File: config.mk
export PLATFORM = sky130hd
export DESIGN_NAME = opr_sqrt
export DESIGN_NICKNAME = d
export VERILOG_FILES = /design/src/hw/rtl/opr_pkg.sv /design/src/hw/rtl/opr_sqrt.sv
export SDC_FILE = /design/constraint.sdc
export NUM_CORES = 2
export LEC_CHECK = 0
export BUFFER_PORTS_ARGS = -buffer_cell sky130_fd_sc_hd__buf_2
export CORE_MARGIN = 2
export CORE_UTILIZATION = 63
export CTS_CLUSTER_DIAMETER = 30
export DETAILED_ROUTE_END_ITERATION = 7
export GPL_ROUTABILITY_DRIVEN = 1
export HOLD_SLACK_MARGIN = 0.06
export PLACE_DENSITY_LB_ADDON = 0.08
export RECOVER_POWER = 25
export SYNTH_ARGS = -nofsm -noshare
export SYNTH_HDL_FRONTEND = slang
export SYNTH_SLANG_ARGS = --single-unit
File: constraint.sdc
create_clock -name clk -period 6 [get_ports clk]
set_input_delay 0.3 -clock clk [delete_from_list [all_inputs] [get_ports clk]]
set_output_delay 0.3 -clock clk [all_outputs]
set_load 0.01 [all_outputs]
File: src/hw/rtl/opr_pkg.sv
`timescale 1ns / 1ps
// ----------------------------------------------------------------------------
// opr_pkg
// shared types, constants and fixed-point helpers of the pixel-to-ray pipeline
// ----------------------------------------------------------------------------
package opr_pkg;

  localparam int Q_FRAC    = 28;
  localparam int DIV_Q_W   = 32;   // quotient bits of the pipelined divider
  localparam int INV_NUM_W = 57;   // numerator width of the reciprocal (2^56)
  localparam int LAM_NUM_W = 60;   // numerator width of the lift factor
  localparam int ROOT_W    = 30;   // bits of the square root result
  localparam int ARG_W     = 31;   // root argument, non-negative q4.28

  localparam logic signed [63:0] Q_ONE   = 64'sd1 <<< Q_FRAC;
  localparam logic signed [63:0] Q_HALF  = 64'sd1 <<< (Q_FRAC - 1);
  localparam logic signed [31:0] S32_MAX = 32'sh7fff_ffff;
  localparam logic signed [31:0] S32_MIN = 32'sh8000_0000;

  typedef enum logic [2:0] {
    REG_SCALE_X  = 3'd0,
    REG_SCALE_Y  = 3'd1,
    REG_CENTER   = 3'd2,
    REG_MIRROR   = 3'd3,
    REG_K1       = 3'd4,
    REG_K2       = 3'd5,
    REG_P1       = 3'd6,
    REG_P2       = 3'd7
  } cfg_idx_t;

  typedef struct packed {
    logic        [31:0] scale_x;
    logic        [31:0] scale_y;
    logic        [31:0] center_xy;
    logic        [30:0] xi;
    logic signed [31:0] k1;
    logic signed [31:0] k2;
    logic signed [31:0] p1;
    logic signed [31:0] p2;
  } cfg_t;

  // front end result handed to the reciprocal divider
  typedef struct packed {
    logic signed [31:0] mx;
    logic signed [31:0] my;
    logic signed [31:0] ddx;
    logic signed [31:0] ddy;
    logic        [31:0] dmag;
    logic               neg;
    logic               dz;
  } front_t;

  function automatic logic signed [31:0] sat32(input logic signed [63:0] v);
    if (v > 64'(S32_MAX)) return S32_MAX;
    else if (v < 64'(S32_MIN)) return S32_MIN;
    else return v[31:0];
  endfunction

  // q4.28 product rounding: add half, floor, saturate
  function automatic logic signed [31:0] qrnd(input logic signed [63:0] p);
    logic signed [63:0] t;
    t = (p + Q_HALF) >>> Q_FRAC;
    return sat32(t);
  endfunction

endpackage

File: src/hw/rtl/opr_sqrt.sv
`timescale 1ns / 1ps
// ----------------------------------------------------------------------------
// opr_sqrt
// pipelined integer square root of arg * 2^28, one result bit a stage
// ----------------------------------------------------------------------------
module opr_sqrt import opr_pkg::*; #(
  parameter int SIDE_W = 1
) (
  input  logic              clk,
  input  logic              rst_n,
  input  logic              en,
  input  logic              in_valid,
  input  logic [ARG_W-1:0]  arg,
  input  logic [SIDE_W-1:0] in_side,
  output logic              out_valid,
  output logic [ROOT_W-1:0] root,
  output logic [SIDE_W-1:0] out_side
);

  localparam int RW    = ROOT_W;
  localparam int REM_W = ROOT_W + 2;
  localparam int V_W   = 2 * ROOT_W;

  logic [RW:0]       vld_r;
  logic [REM_W-1:0]  rem_r  [0:RW];
  logic [RW-1:0]     res_r  [0:RW];
  logic [V_W-1:0]    v_r    [0:RW];
  logic [SIDE_W-1:0] side_r [0:RW];

  always_ff @(posedge clk) begin
    if (!rst_n) begin
      vld_r <= '0;
    end else if (en) begin
      vld_r <= {vld_r[RW-1:0], in_valid};
    end
  end

  always_ff @(posedge clk) begin
    if (en) begin
      rem_r[0]  <= '0;
      res_r[0]  <= '0;
      v_r[0]    <= V_W'({arg, Q_FRAC'(0)});
      side_r[0] <= in_side;
    end
  end

  for (genvar k = 0; k < RW; k++) begin : g_step
    logic [REM_W+1:0] t;
    logic [RW+1:0]    trial;
    logic             ge;
    assign t     = {rem_r[k], v_r[k][V_W-1 -: 2]};
    assign trial = {res_r[k], 2'b01};
    assign ge    = t >= (REM_W+2)'(trial);
    always_ff @(posedge clk) begin
      if (en) begin
        rem_r[k+1]  <= ge ? REM_W'(t - (REM_W+2)'(trial)) : REM_W'(t);
        res_r[k+1]  <= {res_r[k][RW-2:0], ge};
        v_r[k+1]    <= {v_r[k][V_W-3:0], 2'b00};
        side_r[k+1] <= side_r[k];
      end
    end
  end

  assign out_valid = vld_r[RW];
  assign root      = res_r[RW];
  assign out_side  = side_r[RW];

endmodule

==> key figures <==
Placement
  • Placed cell count: 8803
  • Final GP Congestion: 0.8912
  • HPWL Detailed: 119600 um
  • Buffers added on ports: 67

Die
  • IO Count: 68
  • Die Span Y: 369.5 um
  • Die Area: 0.1365 mm2
  • Die X: 369.5 um
  • Core area: 0.1330 mm2
  • Standard-cell row count: 134
  • Initial core utilization: 63.30%

STA
  • Fin crit share: 80.99%
  • Worst rel slew slack: -201.4%
  • Max Slew Vio Count: 156
  • RSZ-0062 raised after global routing: no
  • Endpoints failing setup: 0
  • Min Tclk post-route: 4.859 ns
  • Actual slew at the worst max-slew pin: 4.521 ns
  • Setup TNS: 0 ns
  • Max Clk Rate: 205.8 MHz
  • Final worst clock skew: 0.05961 ns
  • Final Hold Viols: 0

Yosys
  • Main flop type after synthesis: edfxtp_1
  • Post-synth EDFFs: 1628
  • Yosys Warn Count: 0
  • Syn nets: 7585
  • Synth area leaders: edfxtp_1 58%, ha_1 6.9%, xor2_1 3.6%, xnor2_1 3.3%, inv_1 2.8%
  • Sequential share of the synthesized area: 58.83%
  • Top cells by count, synth: 1628 x edfxtp_1, 617 x inv_1, 539 x nand2_1, 466 x ha_1, 424 x a21oi_1
  • Synthesized netlist cell count: 7070
  • Unique masters post-synth: 92
  • Cell Area, Synth: 0.08416 mm2
  • Area leader, netlist: edfxtp_1
  • Seq cells post-synth: 1659
  • Ys async rst share: 0%
  • Synth top area share: 58.09%
  • Most frequent cell after synthesis: edfxtp_1
  • Synth Area per Inst: 11.90 um2

Drt
  • DRT iter0 DRCs: 3715
  • Post-route ant nets: 0
  • Vias after detailed routing: 54920
  • Pre-antenna DRT Iters: 6
  • WL per Instance: 18.29 um
  • Residual DRC: 0
  • Number of vias per cell: 5.815
  • Final WL: 172800 um

Setup path
  • Startpoint class of the critical path: primary input
  • Reg2reg start: res_r[7][0]
  • Worst setup EP type: flip-flop
  • Crit path max fanout: 163
  • Critical Setup Path Class: primary input to flip-flop
  • Critical Path AT: 5.61 ns
  • Worst Reg-to-Reg Cells: 12
  • Setup slack, reg-to-reg: 1.75 ns
  • Worst r2r dst: rem_r[29][5]
  • Critical Path RT: 6.75 ns

Run status
  • Failing checks: capacitance limit, slew limit
  • Status: finished, violations left

Clock network
  • Post-CTS Setup Bufs: 0
  • Clk root buf: clkbuf_16
  • Clk sink count: 1659
  • Reg clk slew, reported paths: 0.05 ns
  • H-tree depth: 5
  • CTS buffer count: 337
  • # resized after CTS: 0
  • Clock Latency Late Sink: 0.92 ns
  • Max Root-Sink Buffers: 4
  • CTS tree: done

Power
  • VDD IR-drop max: 485.1 uV
  • PwrDens: 416.5 mW/mm2
  • Lkg Pwr: 38.68 nW
  • Power Total: 40.92 mW

Min path
  • Hold_sp: arg[27]
  • Hold path cells: 2
  • Hold endpoint: v_r[0][53]
  • Worst hold path type: primary input to flip-flop

Layout
  • Multi-input gate area: 0.03186 mm2
  • Final nets: 7937
  • Share of layout cells above drive strength 1: 9.743%
  • Filler cells: 8757
  • Area Growth Syn to Fin: 16.75%
  • N_diodes: 0
  • FF/Latch Area: 0.04951 mm2
  • Layout Utilization: 73.90%
  • Non-Filler Instances: 9445

GRT
  • GRT Total Usage: 25.15%
  • Pin count of the biggest net entering global routing: 199
  • Initial antenna violation count: 0
  • Vias in the first global route: 54950
  • Wire length of the first global-routing pass: 276100 um
  • Gr ovfl total: 0

Flow run
  • # Max-Cap Violations: 1
-- registers in the layout, indices dropped and copies added (netlist names) --
name and count:
side_r 31, res_r 465, v_r 271, rem_r 861, vld_r 31
-- worst max-delay path: stages --
cell	delay (ns)
dlygate4sd3_1	0.52
clkbuf_2	3.02
buf_12	0.56
mux2i_1	0.26
nor2b_1	0.07
dlygate4sd3_1	0.56
-- per-layer routing --
layer / wire length [um] / track usage (%) / vias up
li1: - / - / 26730
met5: 0 / 0 / -
met1: 69010 / 29.67 / 26500
met2: 91230 / 45.74 / 1232
met3: 6337 / 3.571 / 457
met4: 6201 / 10.70 / 0
-- cell type report --
cell class / count / area share (%)
Inverter: 619 / 2.365
Multi-Input combinational cell: 4653 / 32.42
Clock buffer: 367 / 8.783
Sequential cell: 1659 / 50.39
Clock inverter: 227 / 2.576
Tap cell: 1768 / 2.252
Timing Repair Buffer: 152 / 1.211
-- metrics by stage --
step | area, um2 | hold slack [ns] | setup WS (ns)
finish | 98250 | 0.1121 | 1.141
global route | 98250 | 0.08302 | 0.7358
CTS | 98270 | 0.06197 | 1.801
detailed placement | 86630 | 0.4045 | 1.886
global placement | 86630 | 0.4003 | 1.919
floorplan | 84160 | 0.3989 | 2.602
-- logic make-up (layout without fill, tap and decap cells) --
logic type      count (synthesis)  in the layout  share of synthesized area, %
compound gates               1487           1487                         11.00
xor+xnor                      667            667                         6.951
fa+ha+maj                     479            479                         7.238
buf+inv                       758           1365                         3.399
flops                        1659           1659                         58.83
mux                            98             98                         1.247
other cells                     1              1                      0.004456
simple gates                 1921           1921                         11.33
-- where the power goes --
part	internal, mW	switching [mW]
Sequential	14.7	1.10
Clock	12.2	5.96
Combinational	2.94	3.95
-- layout by cell type (no fill, tap or decap), types with 43 or more instances in the layout --
cell           instances
nand3_1              102
mux2_2                54
xnor2_1              320
bufinv_16             43
mux2i_1               43
a211oi_1              46
o21ai_0              406
a21oi_1              422
buf_2                 63
clkbuf_16            340
nor2_1               418
inv_1                617
xor2_1               346
o21a_1               101
dlygate4sd3_1         48
a21o_1               176
edfxtp_1            1628
nor3_1               202
ha_1                 466
nand2b_1             107
nor4_1               101
clkinv_1              47
nand4_1               55
or3_1                 64
nor2b_1              100
o31ai_1               52
nand2_1              539
or4_1                 55
-- timing repair --
| action | in CTS | in global routing |
|---|---|---|
| hold buffers | 48 | 0 |
| endpoints found under the hold margin | 119 | 0 |
| endpoints found under the setup margin | 0 | 0 |
-- worst max-delay path by stage --
stage	cells past startpoint	end	slack (ns)	startpoint
after floorplan	8	rem_r[5][30]	2.60	rem_r[4][8]
after global placement	16	rem_r[27][31]	1.92	res_r[6][60]
after detailed placement	16	rem_r[27][31]	1.89	res_r[6][60]
after CTS	12	rem_r[29][5]	1.80	res_r[7][0]
after global routing	6	vld_r[0]	0.74	en
final	6	vld_r[0]	1.14	en
Power figures use the tool's default switching activity.
