File: src/hw/rtl/opr_pkg.sv
`timescale 1ns / 1ps
// ----------------------------------------------------------------------------
// opr_pkg
// shared types, constants and fixed-point helpers of the pixel-to-ray pipeline
// ----------------------------------------------------------------------------
package opr_pkg;

  localparam int Q_FRAC    = 28;
  localparam int DIV_Q_W   = 32;   // quotient bits of the pipelined divider
  localparam int INV_NUM_W = 57;   // numerator width of the reciprocal (2^56)
  localparam int LAM_NUM_W = 60;   // numerator width of the lift factor
  localparam int ROOT_W    = 30;   // bits of the square root result
  localparam int ARG_W     = 31;   // root argument, non-negative q4.28

  localparam logic signed [63:0] Q_ONE   = 64'sd1 <<< Q_FRAC;
  localparam logic signed [63:0] Q_HALF  = 64'sd1 <<< (Q_FRAC - 1);
  localparam logic signed [31:0] S32_MAX = 32'sh7fff_ffff;
  localparam logic signed [31:0] S32_MIN = 32'sh8000_0000;

  typedef enum logic [2:0] {
    REG_SCALE_X  = 3'd0,
    REG_SCALE_Y  = 3'd1,
    REG_CENTER   = 3'd2,
    REG_MIRROR   = 3'd3,
    REG_K1       = 3'd4,
    REG_K2       = 3'd5,
    REG_P1       = 3'd6,
    REG_P2       = 3'd7
  } cfg_idx_t;

  typedef struct packed {
    logic        [31:0] scale_x;
    logic        [31:0] scale_y;
    logic        [31:0] center_xy;
    logic        [30:0] xi;
    logic signed [31:0] k1;
    logic signed [31:0] k2;
    logic signed [31:0] p1;
    logic signed [31:0] p2;
  } cfg_t;

  // front end result handed to the reciprocal divider
  typedef struct packed {
    logic signed [31:0] mx;
    logic signed [31:0] my;
    logic signed [31:0] ddx;
    logic signed [31:0] ddy;
    logic        [31:0] dmag;
    logic               neg;
    logic               dz;
  } front_t;

  function automatic logic signed [31:0] sat32(input logic signed [63:0] v);
    if (v > 64'(S32_MAX)) return S32_MAX;
    else if (v < 64'(S32_MIN)) return S32_MIN;
    else return v[31:0];
  endfunction

  // q4.28 product rounding: add half, floor, saturate
  function automatic logic signed [31:0] qrnd(input logic signed [63:0] p);
    logic signed [63:0] t;
    t = (p + Q_HALF) >>> Q_FRAC;
    return sat32(t);
  endfunction

endpackage

File: src/hw/rtl/opr_div.sv
`timescale 1ns / 1ps
// ----------------------------------------------------------------------------
// opr_div
// pipelined restoring divider, round(num/den) half up, one quotient bit a stage
// ----------------------------------------------------------------------------
module opr_div import opr_pkg::*; #(
  parameter int NUM_W  = INV_NUM_W,
  parameter int SIDE_W = 1
) (
  input  logic               clk,
  input  logic               rst_n,
  input  logic               en,
  input  logic               in_valid,
  input  logic [NUM_W-1:0]   num,
  input  logic [DIV_Q_W-1:0] den,
  input  logic [SIDE_W-1:0]  in_side,
  output logic               out_valid,
  output logic [DIV_Q_W-1:0] mag,
  output logic [SIDE_W-1:0]  out_side
);

  localparam int QW = DIV_Q_W;

  logic [NUM_W:0]   n2;
  logic [QW:0]      dd;
  logic             ovf;

  logic [QW:0]      vld_r;
  logic [QW:0]      rem_r  [0:QW];
  logic [QW-1:0]    lo_r   [0:QW];
  logic [QW-1:0]    q_r    [0:QW];
  logic [QW:0]      d_r    [0:QW];
  logic             ovf_r  [0:QW];
  logic [SIDE_W-1:0] side_r [0:QW];

  // rounding folded into the dividend: (2n + d) / 2d
  assign n2  = {num, 1'b0} + (NUM_W+1)'(den);
  assign dd  = {den, 1'b0};
  assign ovf = (n2 >> QW) >= (NUM_W+1)'(dd);

  always_ff @(posedge clk) begin
    if (!rst_n) begin
      vld_r <= '0;
    end else if (en) begin
      vld_r <= {vld_r[QW-1:0], in_valid};
    end
  end

  always_ff @(posedge clk) begin
    if (en) begin
      rem_r[0]  <= ovf ? '0 : (QW+1)'(n2 >> QW);
      lo_r[0]   <= n2[QW-1:0];
      q_r[0]    <= '0;
      d_r[0]    <= dd;
      ovf_r[0]  <= ovf;
      side_r[0] <= in_side;
    end
  end

  for (genvar k = 0; k < QW; k++) begin : g_step
    logic [QW+1:0] t;
    logic          ge;
    assign t  = {rem_r[k], lo_r[k][QW-1]};
    assign ge = t >= {1'b0, d_r[k]};
    always_ff @(posedge clk) begin
      if (en) begin
        rem_r[k+1]  <= ge ? (QW+1)'(t - {1'b0, d_r[k]}) : (QW+1)'(t);
        lo_r[k+1]   <= {lo_r[k][QW-2:0], 1'b0};
        q_r[k+1]    <= {q_r[k][QW-2:0], ge};
        d_r[k+1]    <= d_r[k];
        ovf_r[k+1]  <= ovf_r[k];
        side_r[k+1] <= side_r[k];
      end
    end
  end

  // quotient clamped to 2^31
  assign mag       = (ovf_r[QW] | q_r[QW][QW-1]) ? {1'b1, (QW-1)'(0)} : q_r[QW];
  assign out_valid = vld_r[QW];
  assign out_side  = side_r[QW];

endmodule

File: config.mk
export PLATFORM = sky130hd
export DESIGN_NAME = opr_div
export DESIGN_NICKNAME = d
export VERILOG_FILES = /design/src/hw/rtl/opr_pkg.sv /design/src/hw/rtl/opr_div.sv
export SDC_FILE = /design/constraint.sdc
export NUM_CORES = 2
export LEC_CHECK = 0
export BUFFER_PORTS_ARGS = -buffer_cell sky130_fd_sc_hd__buf_2
export CAP_MARGIN = 20
export CORE_MARGIN = 5
export CORE_UTILIZATION = 50
export CTS_BUF_LIST = sky130_fd_sc_hd__clkbuf_4
export CTS_CLUSTER_SIZE = 16
export DETAILED_ROUTE_END_ITERATION = 7
export GPL_TIMING_DRIVEN = 0
export PLACE_DENSITY = 0.67
export SLEW_MARGIN = 5
export SYNTH_ARGS = -nofsm -noshare
export SYNTH_HDL_FRONTEND = slang
export SYNTH_MEMORY_MAX_BITS = 65536
export SYNTH_SLANG_ARGS = --single-unit
File: constraint.sdc
create_clock -name clk -period 5.45 [get_ports clk]
set_input_delay 0.2725 -clock clk [delete_from_list [all_inputs] [get_ports clk]]
set_output_delay 0.2725 -clock clk [all_outputs]
set_load 0.02 [all_outputs]
==> flow_summary.yaml <==
run_status:
  outcome: "finished with violations"
  violations: "negative setup slack"
sta:
  min_period_over_period: 1.00
  period_minus_slack_ns: 5.47
  setup_violations: 2
  tns_ns: -0.0338
  relSlewSlack: 0.183
  slew_viol_final: 0
  worstMarginPinSlew_ns: 1.22
  layout_setup_ws_ns: -0.0230
  finalClockSkew_ns: 0.113
  hold_violations: 0
  whs_ns: 0.210
  max_freq_mhz: 183
worst_setup_path:
  critPathCapture: "rem_r[0][22]"
  max_stage_delay_ns: 0.60
  crit_chain: "dlygate4sd3_1 > dlygate4sd3_1 > buf_2 > dlygate4sd3_1 > ha_2 > nand2_1 > nor2_1 > nand3_1 > or4_4 > nand2_4 > o2111ai_1 > xnor2_1 > dlygate4sd3_1 > ha_1 > a21o_1 > a21o_1 > a21oi_1 > o21ai_0 > a31oi_1 > o211ai_1 > a311oi_1 > nand2_2 > buf_4 > a21oi_1"
  rr_worst_depth: 13
  critPathMaxFanout: 10
  r2r_end: "rem_r[0][715]"
  worstPathRequired_ns: 6.81
  crit_path_start: "den[27]"
  reg2reg_slack_ns: 0.25
  crit_path_start_kind: "input pin"
  crit_top_cell: "dlygate4sd3_1"
  cp.arrival_ns: 6.83
  crit_slowest_cell: "dlygate4sd3_1"
  worstReg2RegStart: "d_r[0][675]"
  path_class: "in2reg"
  end_kind: "flop"
cells_and_area:
  fin_area_sq_mm: 0.182
  drive_gt1_frac: 0.124
  nNetsFinal: 15800
  multi_input_area_sq_mm: 0.0607
  regArea_sq_mm: 0.0956
  fillers: 27400
  syn_to_final_growth_pct: 12.4
drt:
  drtIter0Drc: 9441
  finalWirelength_mm: 380
  dr.pass1.iters: 8
  drc_errors: 0
  num_vias: 107000
  wire_per_inst_um: 19.4
  via_per_inst: 5.45
  drtAntennaViolNets: 0
logic_synthesis:
  ys_types: 96
  yosysTopAreaCellShare: 0.585
  yosysTopAreaCell: "edfxtp_1"
  syn_area_sq_mm: 0.162
  ys_top_cells_by_area: "edfxtp_1, ha_1, a21oi_1"
  ys_seq_area_frac: 0.589
  syn_area_per_cell_sq_um: 12.1
  yosys_warnings: 0
  synth_seq_cells: 3196
  synthArstFlopShare: 0
  synthesis.nets: 14600
  netlist_instances: 13400
  synth_ff_type: "edfxtp_1"
  synth-edff-count: 3163
flow_run:
  drv_cap: 0
placed_design:
  placedInstanceArea_sq_mm: 0.169
  portBuffers: 126
  gp_congestion: 0.916
  dp_hpwl_mm: 281
  pre_cts_slack_ns: -1.19
clock_network:
  cts_root_buffer: "clkbuf_4"
  numCtsBuffers: 817
  clock-sinks: 3196
  path_clk_slew_ns: 0.06
  htreeDepth: 6
  clock_latency_ns: 1.57
  clock_path_buffers: 4
  cts_tree: "built"
power:
  combPwrFrac: 0.423
  seqPwrFrac: 0.375
  ir_worst_vdd_mv: 0.347
  p_clk_frac: 0.202
  switching_power_mw: 38.2
  p_sw_frac: 0.377
  leakagePower_nw: 73.9
  p_int_mw: 63.3
  p_per_area_mw_per_mm2: 556
die:
  start_util: 0.501
  die_area_sq_mm: 0.336
  die_x_um: 580
  ioPinCount: 128
  rows: 209
  core_sq_mm: 0.324
  die-height_um: 580
grt:
  overflow: 0
  antenna_found_initial: 24
  grt_max_degree: 173
  grt_pass1_vias: 103000
  grt_pass1_wl_mm: 583
  gr-usage-all-layers: 0.219
min_path:
  min_from: "num[23]"
  holdCritPathClass: "in2reg"
flip-flops by register name (all words and copies together), names as in the netlist:
signal	count
d_r	993
rem_r	1049
vld_r	33
q_r	528
ovf_r	33
side_r	33
lo_r	527
cell usage in the layout (no fill, tap or decap), types with 32 or more instances in the layout:
| cell | Yosys | routed |
|---|---|---|
| and2_1 | 94 | 93 |
| or3_1 | 44 | 44 |
| a211oi_1 | 60 | 59 |
| edfxtp_1 | 3163 | 3163 |
| and3_1 | 87 | 87 |
| nand2b_1 | 151 | 151 |
| o211ai_1 | 54 | 54 |
| nor4_1 | 43 | 43 |
| a31oi_1 | 84 | 84 |
| inv_1 | 1320 | 1320 |
| xor2_1 | 327 | 327 |
| a21o_1 | 510 | 510 |
| nand2_1 | 836 | 834 |
| nand4_1 | 125 | 125 |
| clkinv_1 | 0 | 214 |
| dlygate4sd3_1 | 0 | 271 |
| clkinv_2 | 0 | 47 |
| a21boi_0 | 35 | 35 |
| nor3_1 | 137 | 137 |
| mux2i_1 | 59 | 59 |
| o31ai_1 | 58 | 57 |
| clkbuf_4 | 0 | 1137 |
| clkbuf_1 | 206 | 202 |
| o21a_1 | 135 | 135 |
| dfxtp_1 | 33 | 33 |
| o21bai_1 | 121 | 121 |
| nand3_1 | 198 | 198 |
| xnor2_1 | 544 | 544 |
| ha_1 | 1073 | 1071 |
| fa_1 | 32 | 32 |
| mux2_2 | 327 | 327 |
| nor2_1 | 773 | 771 |
| o21ai_0 | 820 | 820 |
| diode_2 | 0 | 32 |
| nor2b_1 | 199 | 198 |
| a21oi_1 | 1113 | 1112 |
| a221oi_1 | 32 | 32 |
| buf_2 | 40 | 167 |
through the flow:
| step | instances | power, mW | utilization |
|---|---|---|---|
| after floorplan | 13400 | 68.4 | - |
| after global placement | 17800 | 82.8 | 0.520 |
| after detailed placement | 17900 | 80.6 | 0.522 |
| after CTS | 19600 | 102 | 0.563 |
| after global routing | 19600 | 109 | 0.563 |
| final | 19600 | 102 | 0.564 |
timing repair:
action / CTS / global route
hold endpoints to repair: 1167 / 0
gates resized for setup: 0 / 23
hold buffers: 272 / 0
buffers inserted: 0 / 6
endpoints found under the setup margin: 0 / 27
power groups by stage:
stage | registers [mW] | logic, mW | clock network, mW
detailed placement | 38.6 | 42.0 | 0
floorplan | 36.7 | 31.7 | 0
CTS | 38.1 | 42.6 | 21.3
global route | 38.5 | 47.5 | 22.7
global placement | 41.0 | 41.8 | 0
finish | 38.1 | 42.9 | 20.5
metal layers:
metal | vias up | track usage | part of all wire
met1 | 50800 | 0.298 | 0.44
met5 | - | 0 | 0.00016
li1 | 52400 | - | -
met4 | 10 | 0.0854 | 0.038
met3 | 674 | 0.0378 | 0.062
met2 | 3210 | 0.352 | 0.46
critical path: cells and delay by family:
family | cells | cell delay (ns)
AOI/OAI and AO/OA | 9 | 1.75
buffers and inverters | 6 | 2.66
adders and majority gates | 2 | 0.72
and+or+nand+nor | 6 | 1.25
xor gates and xnor gates | 1 | 0.17
synthesized netlist by cell type (29+ instances only):
master,number
xor2_1,327
a31o_2,31
a221oi_1,32
nand2b_1,151
a41oi_1,29
o21bai_1,121
nor4_1,43
inv_1,1320
a21oi_1,1113
o21ai_0,820
nand3_1,198
a21boi_0,35
xnor2_1,544
ha_1,1073
and3_1,87
and2_1,94
nor3_1,137
clkbuf_1,206
nor2_1,773
mux2i_1,59
dfxtp_1,33
edfxtp_1,3163
nor2b_1,199
o211ai_1,54
or3_1,44
a211oi_1,60
a31oi_1,84
fa_1,32
o31ai_1,58
o21a_1,135
mux2_2,327
a21o_1,510
nand2_1,836
buf_2,40
nand4_1,125
or2_2,31
cell type report:
type,instances,area share
plain buffers,270,0.00601
inverters,1320,0.0272
multi-input cells,8589,0.332
repair buffers,431,0.0222
well taps,4325,0.0297
clock inverters,325,0.0111
flip-flops and latches,3196,0.524
diodes,32,0.000439
clock buffers,1137,0.0468
worst min-delay path by stage:
| stage | end | cells after the start | slack [ns] |
|---|---|---|---|
| finish | lo_r[0][24] | 4 | 0.21 |
| global route | lo_r[0][24] | 4 | 0.13 |
| CTS | lo_r[0][17] | 5 | 0.005 |
| detailed placement | lo_r[0][111] | 0 | 0.40 |
| global placement | lo_r[0][176] | 0 | 0.40 |
| floorplan | d_r[0][10] | 0 | 0.37 |
logic make-up after synthesis:
family | count (synthesis) | synth area share
AOI/OAI and AO/OA | 3378 | 0.129
DFF | 3196 | 0.589
and+or+nand+nor | 2843 | 0.0838
adders and majority gates | 1105 | 0.0867
buffers and inverters | 1591 | 0.0373
xor gates and xnor gates | 871 | 0.0470
muxes | 392 | 0.0267
No activity file was read; power rests on OpenSTA's default activity.
